`src/hw/rtl/srsw_pkg.sv`:
```
package srsw_pkg;

  // Field widths fixed by the interface.
  localparam int POS_W   = 8;
  localparam int FRAME_W = 7;
  localparam int CNT_W   = 32;

  // Configuration register indexes.
  typedef logic [0:0] cfg_idx_t;
  localparam cfg_idx_t CFG_FRAME_COUNT = 1'b0;
  localparam cfg_idx_t CFG_WINDOW_SIZE = 1'b1;

  // Sequencer states.
  typedef enum logic [2:0] {
    S_IDLE,
    S_SCAN,
    S_RETRY,
    S_SLIDE,
    S_FINISH
  } state_t;

  // Commands from the controller to the datapath.
  typedef struct packed {
    logic accept;     // record the transaction and update counters and flags
    logic ptr_next;   // pointer to the frame after the current one
    logic ptr_base;   // pointer to the window base
    logic ptr_inc;    // step the pointer by one frame
    logic take_ptr;   // the pointer becomes the next scheduled frame
    logic set_retry;  // enter the retransmit pass
    logic new_round;  // base moves to the pointer and a new round begins
    logic load_out;   // capture the result into the output register
  } cmd_t;

  // Status from the datapath to the controller.
  typedef struct packed {
    logic done;        // every frame acknowledged
    logic retry;       // retransmit pass active
    logic ptr_lt_rend; // pointer inside the current round
    logic ptr_lt_n;    // pointer below the frame count
    logic flag_at_ptr; // frame at the pointer is acknowledged
  } status_t;

  // Result of one transaction.
  typedef struct packed {
    logic [FRAME_W-1:0] frame_index;
    logic               is_retransmit;
    logic               frame_acked;
    logic [POS_W-1:0]   window_base;
    logic               all_done;
    logic               no_transmission;
    logic [CNT_W-1:0]   transmit_count;
    logic [CNT_W-1:0]   retransmit_count;
  } result_t;

endpackage

```
`src/hw/rtl/srsw_if.sv`:
```
// Input channel: one channel outcome per transaction.
interface srsw_in_if;
  logic valid;
  logic ready;
  logic lost;

  modport source (output valid, output lost, input ready);
  modport sink (input valid, input lost, output ready);
endinterface

// Output channel: one transmission report per transaction.
interface srsw_out_if;
  logic        valid;
  logic        ready;
  logic [6:0]  frame_index;
  logic        is_retransmit;
  logic        frame_acked;
  logic [7:0]  window_base;
  logic        all_done;
  logic        no_transmission;
  logic [31:0] transmit_count;
  logic [31:0] retransmit_count;

  modport source (
    output valid, output frame_index, output is_retransmit, output frame_acked,
    output window_base, output all_done, output no_transmission,
    output transmit_count, output retransmit_count, input ready
  );
  modport sink (
    input valid, input frame_index, input is_retransmit, input frame_acked,
    input window_base, input all_done, input no_transmission,
    input transmit_count, input retransmit_count, output ready
  );
endinterface

```
`src/hw/rtl/selective_repeat_sender_window_unit.sv`:
```
// An accepted outcome goes from S_IDLE to S_SCAN, which steps over acknowledged frames; where the
// scan runs off the end of the round, S_RETRY and then S_SLIDE (or S_SLIDE alone in a retransmit
// pass) follow, and S_FINISH loads the result. An outcome after completion goes straight to S_FINISH.
// A new outcome is taken only in S_IDLE, once the last result is in the output register; the next
// outcome is taken while a result waits in the output register.
// Reset (rst, synchronous): registers to frame_count 0 and window_size 1, window cleared.
module selective_repeat_sender_window_unit #(
  parameter int MAX_FRAMES = 128
) (
  input  logic               clk,
  input  logic               rst,
  input  logic               cfg_we,
  input  srsw_pkg::cfg_idx_t cfg_index,
  input  logic [7:0]         cfg_data,
  srsw_in_if.sink            in_ch,
  srsw_out_if.source         out_ch
);
  import srsw_pkg::*;

  cmd_t    cmd;
  status_t st;
  result_t result;

  srsw_ctrl u_ctrl (
    .clk       (clk),
    .rst       (rst),
    .in_valid  (in_ch.valid),
    .in_ready  (in_ch.ready),
    .out_valid (out_ch.valid),
    .out_ready (out_ch.ready),
    .st        (st),
    .cmd       (cmd)
  );

  srsw_dp #(
    .MAX_FRAMES (MAX_FRAMES)
  ) u_dp (
    .clk       (clk),
    .rst       (rst),
    .cfg_we    (cfg_we),
    .cfg_index (cfg_index),
    .cfg_data  (cfg_data),
    .lost      (in_ch.lost),
    .cmd       (cmd),
    .st        (st),
    .result    (result)
  );

  // Result fields onto the output channel.
  assign out_ch.frame_index      = result.frame_index;
  assign out_ch.is_retransmit    = result.is_retransmit;
  assign out_ch.frame_acked      = result.frame_acked;
  assign out_ch.window_base      = result.window_base;
  assign out_ch.all_done         = result.all_done;
  assign out_ch.no_transmission  = result.no_transmission;
  assign out_ch.transmit_count   = result.transmit_count;
  assign out_ch.retransmit_count = result.retransmit_count;

endmodule

```
`src/hw/rtl/srsw_ctrl.sv`:
```
module srsw_ctrl (
  input  logic             clk,
  input  logic             rst,
  input  logic             in_valid,
  output logic             in_ready,
  output logic             out_valid,
  input  logic             out_ready,
  input  srsw_pkg::status_t st,
  output srsw_pkg::cmd_t   cmd
);
  import srsw_pkg::*;

  state_t state;
  state_t state_next;
  logic   out_valid_next;

  // State and output valid registers.
  always_ff @(posedge clk) begin
    if (rst) begin
      state     <= S_IDLE;
      out_valid <= 1'b0;
    end else begin
      state     <= state_next;
      out_valid <= out_valid_next;
    end
  end

  // Next state and commands.
  always_comb begin
    state_next     = state;
    cmd            = '0;
    in_ready       = 1'b0;
    out_valid_next = out_valid && !out_ready;

    case (state)
      S_IDLE: begin
        in_ready = 1'b1;
        if (in_valid) begin
          cmd.accept = 1'b1;
          if (st.done) begin
            state_next = S_FINISH;
          end else begin
            cmd.ptr_next = 1'b1;
            state_next   = S_SCAN;
          end
        end
      end

      // Look for the next unacknowledged frame in the rest of the round.
      S_SCAN: begin
        if (!st.ptr_lt_rend) begin
          cmd.ptr_base = 1'b1;
          state_next   = st.retry ? S_SLIDE : S_RETRY;
        end else if (!st.flag_at_ptr) begin
          cmd.take_ptr = 1'b1;
          state_next   = S_FINISH;
        end else begin
          cmd.ptr_inc = 1'b1;
        end
      end

      // Look for a frame still missing from the start of the window.
      S_RETRY: begin
        if (!st.ptr_lt_rend) begin
          cmd.ptr_base = 1'b1;
          state_next   = S_SLIDE;
        end else if (!st.flag_at_ptr) begin
          cmd.take_ptr  = 1'b1;
          cmd.set_retry = 1'b1;
          state_next    = S_FINISH;
        end else begin
          cmd.ptr_inc = 1'b1;
        end
      end

      // Slide the base past acknowledged frames, then open a new round.
      S_SLIDE: begin
        if (st.ptr_lt_n && st.flag_at_ptr) begin
          cmd.ptr_inc = 1'b1;
        end else begin
          cmd.new_round = 1'b1;
          state_next    = S_FINISH;
        end
      end

      // Hand the result to the output register once it is free.
      S_FINISH: begin
        if (!out_valid || out_ready) begin
          cmd.load_out   = 1'b1;
          out_valid_next = 1'b1;
          state_next     = S_IDLE;
        end
      end

      default: begin
        state_next = S_IDLE;
      end
    endcase
  end

endmodule

```
`src/hw/rtl/srsw_dp.sv`:
```
module srsw_dp #(
  parameter int MAX_FRAMES = 128
) (
  input  logic                  clk,
  input  logic                  rst,
  input  logic                  cfg_we,
  input  srsw_pkg::cfg_idx_t    cfg_index,
  input  logic [7:0]            cfg_data,
  input  logic                  lost,
  input  srsw_pkg::cmd_t        cmd,
  output srsw_pkg::status_t     st,
  output srsw_pkg::result_t     result
);
  import srsw_pkg::*;

  // Frame numbers never reach 255 because the frame count is eight bits wide.
  localparam int CAP   = (MAX_FRAMES > 255) ? 255 : MAX_FRAMES;
  localparam int IDX_W = (CAP > 1) ? $clog2(CAP) : 1;
  localparam logic [POS_W-1:0] CAP_POS = POS_W'(CAP);
  localparam logic [CNT_W-1:0] CNT_MAX = '1;

  logic [POS_W-1:0] frame_count;
  logic [POS_W-1:0] window_size;
  logic [POS_W-1:0] fc_new;
  logic [POS_W-1:0] ws_new;
  logic [POS_W-1:0] n_cur;
  logic [POS_W-1:0] w_cur;

  logic [CAP-1:0]   acked;
  logic [POS_W-1:0] base;
  logic [POS_W-1:0] rend;
  logic [POS_W-1:0] scan;
  logic [POS_W-1:0] ptr;
  logic             retry;
  logic [CNT_W-1:0] tx;
  logic [CNT_W-1:0] retx;

  logic [FRAME_W-1:0] rec_frame;
  logic               rec_retx;
  logic               rec_acked;
  logic               rec_idle;
  logic               done;

  function automatic logic [POS_W-1:0] eff_frames(input logic [POS_W-1:0] fc);
    return (fc > CAP_POS) ? CAP_POS : fc;
  endfunction

  function automatic logic [POS_W-1:0] eff_window(input logic [POS_W-1:0] ws);
    return (ws == '0) ? POS_W'(1) : ws;
  endfunction

  // End of a round: the smaller of base plus window and the frame count.
  function automatic logic [POS_W-1:0] round_end(input logic [POS_W-1:0] b,
                                                 input logic [POS_W-1:0] w,
                                                 input logic [POS_W-1:0] n);
    logic [POS_W:0] sum;
    sum = {1'b0, b} + {1'b0, w};
    return (sum > {1'b0, n}) ? n : sum[POS_W-1:0];
  endfunction

  // Register values as they stand after a write in this cycle.
  assign fc_new = (cfg_we && cfg_index == CFG_FRAME_COUNT) ? cfg_data : frame_count;
  assign ws_new = (cfg_we && cfg_index == CFG_WINDOW_SIZE) ? cfg_data : window_size;
  assign n_cur  = eff_frames(frame_count);
  assign w_cur  = eff_window(window_size);
  assign done   = (base >= n_cur);

  // Status for the sequencer.
  always_comb begin
    st.done        = done;
    st.retry       = retry;
    st.ptr_lt_rend = (ptr < rend);
    st.ptr_lt_n    = (ptr < n_cur);
    st.flag_at_ptr = st.ptr_lt_n && acked[ptr[IDX_W-1:0]];
  end

  // Window state, acknowledge flags and counters. A register write restarts
  // the transfer.
  always_ff @(posedge clk) begin
    if (rst) begin
      frame_count <= '0;
      window_size <= POS_W'(1);
      acked       <= '0;
      base        <= '0;
      rend        <= '0;
      scan        <= '0;
      ptr         <= '0;
      retry       <= 1'b0;
      tx          <= '0;
      retx        <= '0;
    end else if (cfg_we) begin
      frame_count <= fc_new;
      window_size <= ws_new;
      acked       <= '0;
      base        <= '0;
      rend        <= round_end('0, eff_window(ws_new), eff_frames(fc_new));
      scan        <= '0;
      retry       <= 1'b0;
      tx          <= '0;
      retx        <= '0;
    end else begin
      if (cmd.accept && !done) begin
        if (tx != CNT_MAX) begin
          tx <= tx + CNT_W'(1);
        end
        if (retry && retx != CNT_MAX) begin
          retx <= retx + CNT_W'(1);
        end
        if (!lost) begin
          acked[scan[IDX_W-1:0]] <= 1'b1;
        end
      end

      if (cmd.ptr_next) begin
        ptr <= scan + POS_W'(1);
      end else if (cmd.ptr_base) begin
        ptr <= base;
      end else if (cmd.ptr_inc) begin
        ptr <= ptr + POS_W'(1);
      end

      if (cmd.take_ptr) begin
        scan <= ptr;
      end
      if (cmd.set_retry) begin
        retry <= 1'b1;
      end

      if (cmd.new_round) begin
        base  <= ptr;
        rend  <= round_end(ptr, w_cur, n_cur);
        scan  <= ptr;
        retry <= 1'b0;
      end
    end
  end

  // Details of the accepted transaction and the output register.
  always_ff @(posedge clk) begin
    if (cmd.accept) begin
      rec_idle  <= done;
      rec_frame <= done ? '0 : scan[FRAME_W-1:0];
      rec_retx  <= !done && retry;
      rec_acked <= !done && !lost;
    end
    if (cmd.load_out) begin
      result.frame_index      <= rec_frame;
      result.is_retransmit    <= rec_retx;
      result.frame_acked      <= rec_acked;
      result.window_base      <= base;
      result.all_done         <= done;
      result.no_transmission  <= rec_idle;
      result.transmit_count   <= tx;
      result.retransmit_count <= retx;
    end
  end

endmodule
```
`src/flat_wrapper.sv`:
```
// flat-port wrapper written by rule: the top's interface ports become plain ports
module selective_repeat_sender_window_unit_flat import srsw_pkg::*;
#(
  parameter int MAX_FRAMES = 128
)
  (clk, rst, cfg_we, cfg_index, cfg_data, in_ch_valid, in_ch_lost, in_ch_ready, out_ch_valid, out_ch_frame_index, out_ch_is_retransmit, out_ch_frame_acked, out_ch_window_base, out_ch_all_done, out_ch_no_transmission, out_ch_transmit_count, out_ch_retransmit_count, out_ch_ready);
  srsw_in_if in_ch_i ();
  srsw_out_if out_ch_i ();
  input  logic clk;
  input  logic rst;
  input  logic cfg_we;
  input  srsw_pkg::cfg_idx_t cfg_index;
  input  logic [7:0] cfg_data;
  input wire logic [$bits(in_ch_i.valid)-1:0] in_ch_valid;
  input wire logic [$bits(in_ch_i.lost)-1:0] in_ch_lost;
  output wire logic [$bits(in_ch_i.ready)-1:0] in_ch_ready;
  output wire logic [$bits(out_ch_i.valid)-1:0] out_ch_valid;
  output wire logic [$bits(out_ch_i.frame_index)-1:0] out_ch_frame_index;
  output wire logic [$bits(out_ch_i.is_retransmit)-1:0] out_ch_is_retransmit;
  output wire logic [$bits(out_ch_i.frame_acked)-1:0] out_ch_frame_acked;
  output wire logic [$bits(out_ch_i.window_base)-1:0] out_ch_window_base;
  output wire logic [$bits(out_ch_i.all_done)-1:0] out_ch_all_done;
  output wire logic [$bits(out_ch_i.no_transmission)-1:0] out_ch_no_transmission;
  output wire logic [$bits(out_ch_i.transmit_count)-1:0] out_ch_transmit_count;
  output wire logic [$bits(out_ch_i.retransmit_count)-1:0] out_ch_retransmit_count;
  input wire logic [$bits(out_ch_i.ready)-1:0] out_ch_ready;
  assign in_ch_i.valid = in_ch_valid;
  assign in_ch_i.lost = in_ch_lost;
  assign in_ch_ready = in_ch_i.ready;
  assign out_ch_valid = out_ch_i.valid;
  assign out_ch_frame_index = out_ch_i.frame_index;
  assign out_ch_is_retransmit = out_ch_i.is_retransmit;
  assign out_ch_frame_acked = out_ch_i.frame_acked;
  assign out_ch_window_base = out_ch_i.window_base;
  assign out_ch_all_done = out_ch_i.all_done;
  assign out_ch_no_transmission = out_ch_i.no_transmission;
  assign out_ch_transmit_count = out_ch_i.transmit_count;
  assign out_ch_retransmit_count = out_ch_i.retransmit_count;
  assign out_ch_i.ready = out_ch_ready;
  selective_repeat_sender_window_unit #(.MAX_FRAMES(MAX_FRAMES)) u_core (.clk(clk), .rst(rst), .cfg_we(cfg_we), .cfg_index(cfg_index), .cfg_data(cfg_data), .in_ch(in_ch_i), .out_ch(out_ch_i));
endmodule
```
`config.mk`:
```
export PLATFORM = sky130hd
export DESIGN_NAME = selective_repeat_sender_window_unit_flat
export DESIGN_NICKNAME = d
export VERILOG_FILES = /design/src/hw/rtl/srsw_pkg.sv /design/src/hw/rtl/srsw_if.sv /design/src/hw/rtl/selective_repeat_sender_window_unit.sv /design/src/hw/rtl/srsw_ctrl.sv /design/src/hw/rtl/srsw_dp.sv /design/src/flat_wrapper.sv
export SDC_FILE = /design/constraint.sdc
export NUM_CORES = 1
export LEC_CHECK = 0
export ABC_AREA = 1
export BUFFER_PORTS_ARGS = -buffer_cell sky130_fd_sc_hd__buf_2
export CAP_MARGIN = 25
export CORE_MARGIN = 8
export CORE_UTILIZATION = 45
export CTS_CLUSTER_DIAMETER = 60
export DETAILED_ROUTE_END_ITERATION = 12
export GPL_TIMING_DRIVEN = 0
export PLACE_DENSITY = 0.64
export SYNTH_ARGS = -nofsm -noshare
export SYNTH_HDL_FRONTEND = slang
export SYNTH_SLANG_ARGS = --single-unit
```
`constraint.sdc`:
```
create_clock -name clk -period 13.6 [get_ports clk]
set_clock_uncertainty 0.15 [all_clocks]
set_input_delay 0 -clock clk [delete_from_list [all_inputs] [get_ports clk]]
set_output_delay 0 -clock clk [all_outputs]
set_load 0.03 [all_outputs]
```
==> qor.txt, run 1 <==
Reg2reg start -> u_core.u_dp.window_size[1]
# resized after CTS -> 0
TritonCTS buffer count -> 38
Most common cell after layout, fill and taps aside -> nand2_1
Status -> finished clean
Final setup fails -> 0
Tightest Pin Transition -> 951 ps
Power per cell area -> 152 nW/um^2
Crit path max-delay family -> simple AND/OR/NAND/NOR gates
Setup crit end kind -> register
Clk slew on worst S/H paths -> 60 ps
CTS max path bufs -> 3
Initial Util -> 45.5%
Final period utilization -> 31.2%
Slew HR -> 36.6%
H-tree depth -> 2
Fin. Hold Viols -> 0
R2R setup slack -> 9360 ps
WS Path Type -> reg -> reg
Antenna violations before repair -> 0
Drt total wl -> 47.0 mm
Slowest cell on crit path -> or4_1
Commonest cells after routing, fill and taps aside -> nand2_1, nor2_1, dfxtp_1, inv_1, a21oi_1
Layout cells sized above 1 -> 10.5%
Mapped cell area -> 15600 sq um
CTS root buffer -> clkbuf_16
Sequential share of the synthesized area -> 49.2%
Worst min path class -> in -> reg
Area Growth Syn to Fin -> 16.6%
Die width -> 202 um
Worst Hold Path EP -> u_core.u_ctrl.out_valid
Worst hold stages -> 5
Post-CTS Setup Inserts -> 0
P_leak -> 6.99 nW
RR Endpoint -> u_core.u_dp.rend[3]
Worst path cell trace -> nor4_1, a31o_2, ha_1, fa_1, nand3_1, nand3_1, a21oi_1, o21bai_1, xnor2_1, inv_1, ha_1, nand2_1, or4_1, o21ai_0, nand3_1, clkbuf_1, o21ai_0, nand2_1, a31oi_1
Yosys warns -> 0
Placer Congestion -> 0.909
Syn Area/Cell -> 7.91 sq um
Hold path start -> out_ch_ready
Drt initial violations -> 1179
Worst setup SP type -> register
Final Critical Period -> 4240 ps
Overall power -> 0.00277 W
RSZ-0062 raised after global routing -> no
Synth Register Bits -> 338
Async SR Flop Fraction -> 0%
Fin Setup TNS -> 0 ps
Post-synth EDFFs -> 93
Drt wl/cell -> 17.9 um
Worst path most repeated cell -> nand3_1
Dpl hpwl -> 33.7 mm
Max frequency -> 0.236 GHz
Peak supply drop -> 0.0951 mV
Pin count of the biggest net entering global routing -> 33
Die area -> 41000 sq um
Worst path bufs/invs -> 2
First-pass GRT wire length -> 74.2 mm
Pre-Repair DR Iteration Count -> 5
Pins over their slew limit -> 0
Worst hold slack -> 208 ps
Final core utilization -> 53.1%
Critical path arrival -> 4530 ps
Final antenna-violating net count -> 0
Slowest cell delay on critical path -> 460 ps
Core area -> 34400 sq um
Distinct cells, synth -> 42
Top-level I/O count -> 100
Tot GR Track Use -> 22.3%
R2R cell count -> 19
Max_cap viols -> 0
Vias in the first global route -> 13499
Via Count -> 14451
Final net count -> 2207
Worst-Skew Late Latency -> 540 ps
Cells after Synth -> 1978
CTS tree -> yes
DRC viols -> 0
Vias per Instance -> 5.51
Synth Net Count -> 2044
CTS sink cnt -> 338
Crit path required time -> 13890 ps
Main synth FF type -> dfxtp_1
Total gr overflow -> 0
Row cnt -> 68
Number of port buffers -> 98
Die height -> 202 um
Crit path max fanout -> 10
==> registers in the layout, summed over array words and instances, names as in the netlist <==
signal and cells:
u_core.u_dp.retx 32, u_core.u_dp.scan 8, u_core.u_dp.window_size 8, u_core.u_dp.rec_frame 7
u_core.u_dp.base 8, u_core.u_dp.rec_acked 1, u_core.u_dp.frame_count 8, u_core.u_dp.rend 8
u_core.u_dp.acked 128, u_core.u_dp.tx 32, u_core.u_dp.result 83, u_core.u_dp.rec_idle 1
u_core.u_ctrl.state 3, u_core.u_dp.retry 1, u_core.u_ctrl.out_valid 1, u_core.u_dp.rec_retx 1
u_core.u_dp.ptr 8
==> worst reg2reg max path: cells and delay by family (launching register included) <==
kind | cells | cell delay (ps)
compound gates | 6 | 1050
flops | 1 | 410
simple gates | 7 | 1130
buf+inv | 2 | 370
fa+ha+maj | 3 | 910
xor+xnor | 1 | 140
==> cells by family (layout without fill, tap and decap cells) <==
kind of cell             Yosys count  in the layout  share of synthesized area [%]
other                              0              1                              0
multiplexers                       1              1                         0.0640
adder cells (fa/ha/maj)           51             51                           4.13
flip-flops                       338            338                           49.2
XOR/XNOR                          23             23                           1.29
AO/OA/AOI/OAI                    414            414                           14.4
AND/OR/NAND/NOR                  867            867                           23.6
buffers and inverters            284            473                           7.32
==> area by class of cell <==
class / instances / area (sq um)
Timing Repair Buffer: 123 / 746
Tap cell: 455 / 569
Multi-Input combinational cell: 1356 / 6830
Inverter: 192 / 721
Fill cell: 3270 / 16100
Clock inverter: 19 / 228
Sequential cell: 338 / 7700
Buffer: 92 / 425
Clock buffer: 47 / 1040
Antenna cell: 1 / 2.50
==> metrics by stage <==
step                area [sq um]  worst slack [ps]  std cells
finish                     18300              9360       2623
global placement           16700              6700       2531
CTS                        18200              9350       2620
detailed placement         16800              9390       2535
global route               18200              9060       2622
floorplan                  15600              8290       1978
==> report_power, final <==
part | internal (W) | switching [W]
clock network | 0.000619 | 0.000412
registers | 0.00110 | 0.0000337
logic | 0.000169 | 0.000436
total | 0.00189 | 0.000881
==> routing by layer <==
metal  global-route usage, %  up-vias  wire [um]
li1                        -     7042          -
met1                    29.7     6724      20400
met2                    35.9      566      21300
met3                    3.84      119       3670
met4                    8.21        0       1620
met5                       0        -          0
==> cells in the mapped netlist (2+ instances only) <==
cell | number | area (sq um)
a41oi_1 | 2 | 17.5
inv_1 | 184 | 691
clkbuf_1 | 50 | 188
o21a_1 | 5 | 37.5
xor2_1 | 15 | 131
a31oi_1 | 93 | 582
or4_1 | 4 | 30.0
buf_1 | 3 | 11.3
and3_1 | 6 | 37.5
inv_2 | 6 | 22.5
a21oi_1 | 165 | 826
o21ai_0 | 122 | 611
nand2_4 | 3 | 33.8
edfxtp_1 | 93 | 2790
and2_1 | 2 | 12.5
nor2_1 | 269 | 1010
or2_2 | 7 | 43.8
nand4_1 | 23 | 144
ha_1 | 50 | 626
o21ai_1 | 9 | 45.0
xnor2_1 | 8 | 70.1
nand2_1 | 341 | 1280
o21bai_1 | 3 | 22.5
nand3_1 | 130 | 651
a31o_2 | 2 | 17.5
buf_2 | 31 | 155
dfxtp_1 | 245 | 4900
nor4_1 | 16 | 100
nand3b_1 | 2 | 15.0
o211ai_1 | 8 | 60.1
a21boi_1 | 2 | 15.0
nand2_2 | 4 | 25.0
nor3_2 | 2 | 20.0
buf_6 | 3 | 33.8
nor3_1 | 58 | 290
clkinv_1 | 2 | 7.51
buf_4 | 5 | 37.5
==> worst max-delay path by stage <==
stage / startpoint / endpoint / slack, ps / cells past startpoint
finish: u_core.u_dp.window_size[1] / u_core.u_dp.rend[3] / 9360 / 19
global route: u_core.u_dp.window_size[1] / u_core.u_dp.rend[3] / 9060 / 19
CTS: u_core.u_dp.window_size[1] / u_core.u_dp.rend[3] / 9350 / 19
detailed placement: u_core.u_dp.window_size[1] / u_core.u_dp.rend[3] / 9390 / 19
floorplan: u_core.u_ctrl.state[0] / u_core.u_dp.result[0] / 8290 / 5
global placement: u_core.u_ctrl.state[0] / u_core.u_dp.result[2] / 6700 / 5
==> repair_timing <==
item | 4_1_cts | 5_1_grt
setup endpoints to repair | 0 | 0
hold buffers | 19 | 0
hold endpoints to repair | 63 | 0
No activity file was read; power rests on OpenSTA's default activity.
==> run 2: changes to the inputs <==
- clock period: 13.6 -> 4.05 ns (I/O delays scaled with it)
==> qor.txt, run 2 (synthesized netlist as in run 1, its figures left out) <==
Slowest cell on crit path -> nor3_2
Worst Setup EP -> u_core.u_dp.acked[71]
Slew HR -> 31.2%
Core area -> 34400 sq um
Max frequency -> 0.262 GHz
Worst setup margin -> 236 ps
Via Count -> 14476
Vias in the first global route -> 13808
Final net count -> 2208
Worst setup SP type -> register
Total gr overflow -> 0
Tot GR Track Use -> 22.1%
Initial Util -> 45.5%
Largest Register -> u_core.u_dp.acked
Clk slew on worst S/H paths -> 60 ps
Peak supply drop -> 0.322 mV
Worst min path class -> in -> reg
Crit path depth -> 16
Tightest Pin Transition -> 1020 ps
Worst path cell trace -> nor3_1, nand4_1, and2_1, nor2_1, inv_1, ha_1, a21oi_1, o21ai_0, a21oi_1, and2_1, nand2_1, buf_2, nor3_2, buf_2, a21oi_1, nor2_1
Antenna violations before repair -> 0
Die height -> 202 um
Fin. Hold Viols -> 0
Drt initial violations -> 1214
Diode count -> 0
R2R setup slack -> 240 ps
Worst path bufs/invs -> 3
Final core utilization -> 53.2%
Crit path max-delay family -> simple AND/OR/NAND/NOR gates
Drt total wl -> 46.9 mm
Overall power -> 0.00929 W
Crit path max fanout -> 10
Die area -> 41000 sq um
Fin Setup TNS -> 0 ps
Vias per Instance -> 5.51
Placer Congestion -> 0.929
P_leak -> 7.03 nW
Layout cells sized above 1 -> 11.3%
CTS sink cnt -> 338
Final period utilization -> 94.2%
Final Critical Period -> 3810 ps
Reg2reg start -> u_core.u_dp.frame_count[2]
DP Worst Slack -> -150 ps
Commonest cells after routing, fill and taps aside -> nand2_1, nor2_1, dfxtp_1, inv_1, a21oi_1
Drt wl/cell -> 17.8 um
Worst-Skew Late Latency -> 540 ps
WS Path Type -> reg -> reg
Top-level I/O count -> 100
H-tree depth -> 2
Pins over their slew limit -> 0
Area Growth Syn to Fin -> 16.9%
CTS tree -> yes
Most common cell after layout, fill and taps aside -> nand2_1
Crit. Startpoint -> u_core.u_dp.frame_count[2]
TritonCTS buffer count -> 38
Dpl hpwl -> 33.6 mm
First-pass GRT wire length -> 73.8 mm
Crit path required time -> 4350 ps
Largest register FFs -> 128
Slowest cell delay on critical path -> 570 ps
Pre-Repair DR Iteration Count -> 7
Max_cap viols -> 0
Row cnt -> 68
Status -> finished clean
Number of port buffers -> 98
Cells after DPL -> 2536
Setup crit end kind -> register
CTS max path bufs -> 3
Worst path most repeated cell -> a21oi_1
Critical path arrival -> 4110 ps
Final antenna-violating net count -> 0
Regs by FF count -> u_core.u_dp.acked (128), u_core.u_dp.result (83)
CTS root buffer -> clkbuf_16
RR Endpoint -> u_core.u_dp.acked[71]
Power per cell area -> 508 nW/um^2
R2R cell count -> 16
Die width -> 202 um
DRC viols -> 0
Fin cells -> 2626
Pin count of the biggest net entering global routing -> 34
Final setup fails -> 0
run 2: cell count changes in the layout (fill, tap and decap cells not counted), sizes merged:
cell and change:
diode -1, bufinv -2, clkbuf +3, inv +1, buf +2
run 2: routing by layer:
metal,GRT usage (%),wire (um),vias up
met5,0,0,-
met4,8.70,1700,0
met3,4.10,3890,125
met2,36.4,21500,649
met1,28.5,19800,6672
li1,-,-,7030
run 2: how the worst min path moves through the flow:
| stage | slack, ps | from | endpoint | cells after the start |
|---|---|---|---|---|
| after floorplan | -70 | rst | u_core.u_dp.frame_count[5] | 1 |
| after global placement | 160 | out_ch_ready | u_core.u_ctrl.out_valid | 4 |
| after detailed placement | 190 | cfg_data[6] | u_core.u_dp.window_size[6] | 3 |
| after CTS | 200 | out_ch_ready | u_core.u_ctrl.out_valid | 5 |
| after global routing | 230 | in_ch_lost | u_core.u_dp.rec_acked | 3 |
| final | 220 | out_ch_ready | u_core.u_ctrl.out_valid | 5 |
run 2: timing repair:
| action | 4_1_cts | 5_1_grt |
|---|---|---|
| setup buffers | 1 | 0 |
| endpoints found under the setup margin | 5 | 9 |
| resized for setup | 2 | 20 |
| pin swaps | 1 | 4 |
| hold buffers | 19 | 0 |
| endpoints found under the hold margin | 66 | 0 |
run 2: layout make-up:
class	count	area [sq um]
plain buffers	92	432
clock buffers	51	1100
clock inverters	18	173
fillers	3277	16100
inverters	192	721
multi-input cells	1356	6840
flip-flops and latches	338	7710
well taps	455	569
repair buffers	124	753
run 2: where the power goes:
part | switching [W] | internal, W | leakage, nW
clock | 0.00139 | 0.00205 | 0.629
sequential | 0.000115 | 0.00369 | 2.92
combinational | 0.00146 | 0.000588 | 3.48
run 2: worst reg2reg max path, stage by stage, from the launching register on:
cell and delay (ps):
dfxtp_1 340, nor3_1 190, nand4_1 90, and2_1 150
nor2_1 200, inv_1 130, ha_1 310, a21oi_1 120
o21ai_0 90, a21oi_1 120, and2_1 200, nand2_1 170
buf_2 300, nor3_2 570, buf_2 420, a21oi_1 120
nor2_1 90
run 2: metrics by stage:
step / cell area (sq um) / hold slack [ps]
after CTS: 18300 / 198
after global placement: 16700 / 163
after detailed placement: 16800 / 190
final: 18300 / 223
after global routing: 18300 / 234
after floorplan: 15700 / -65.9
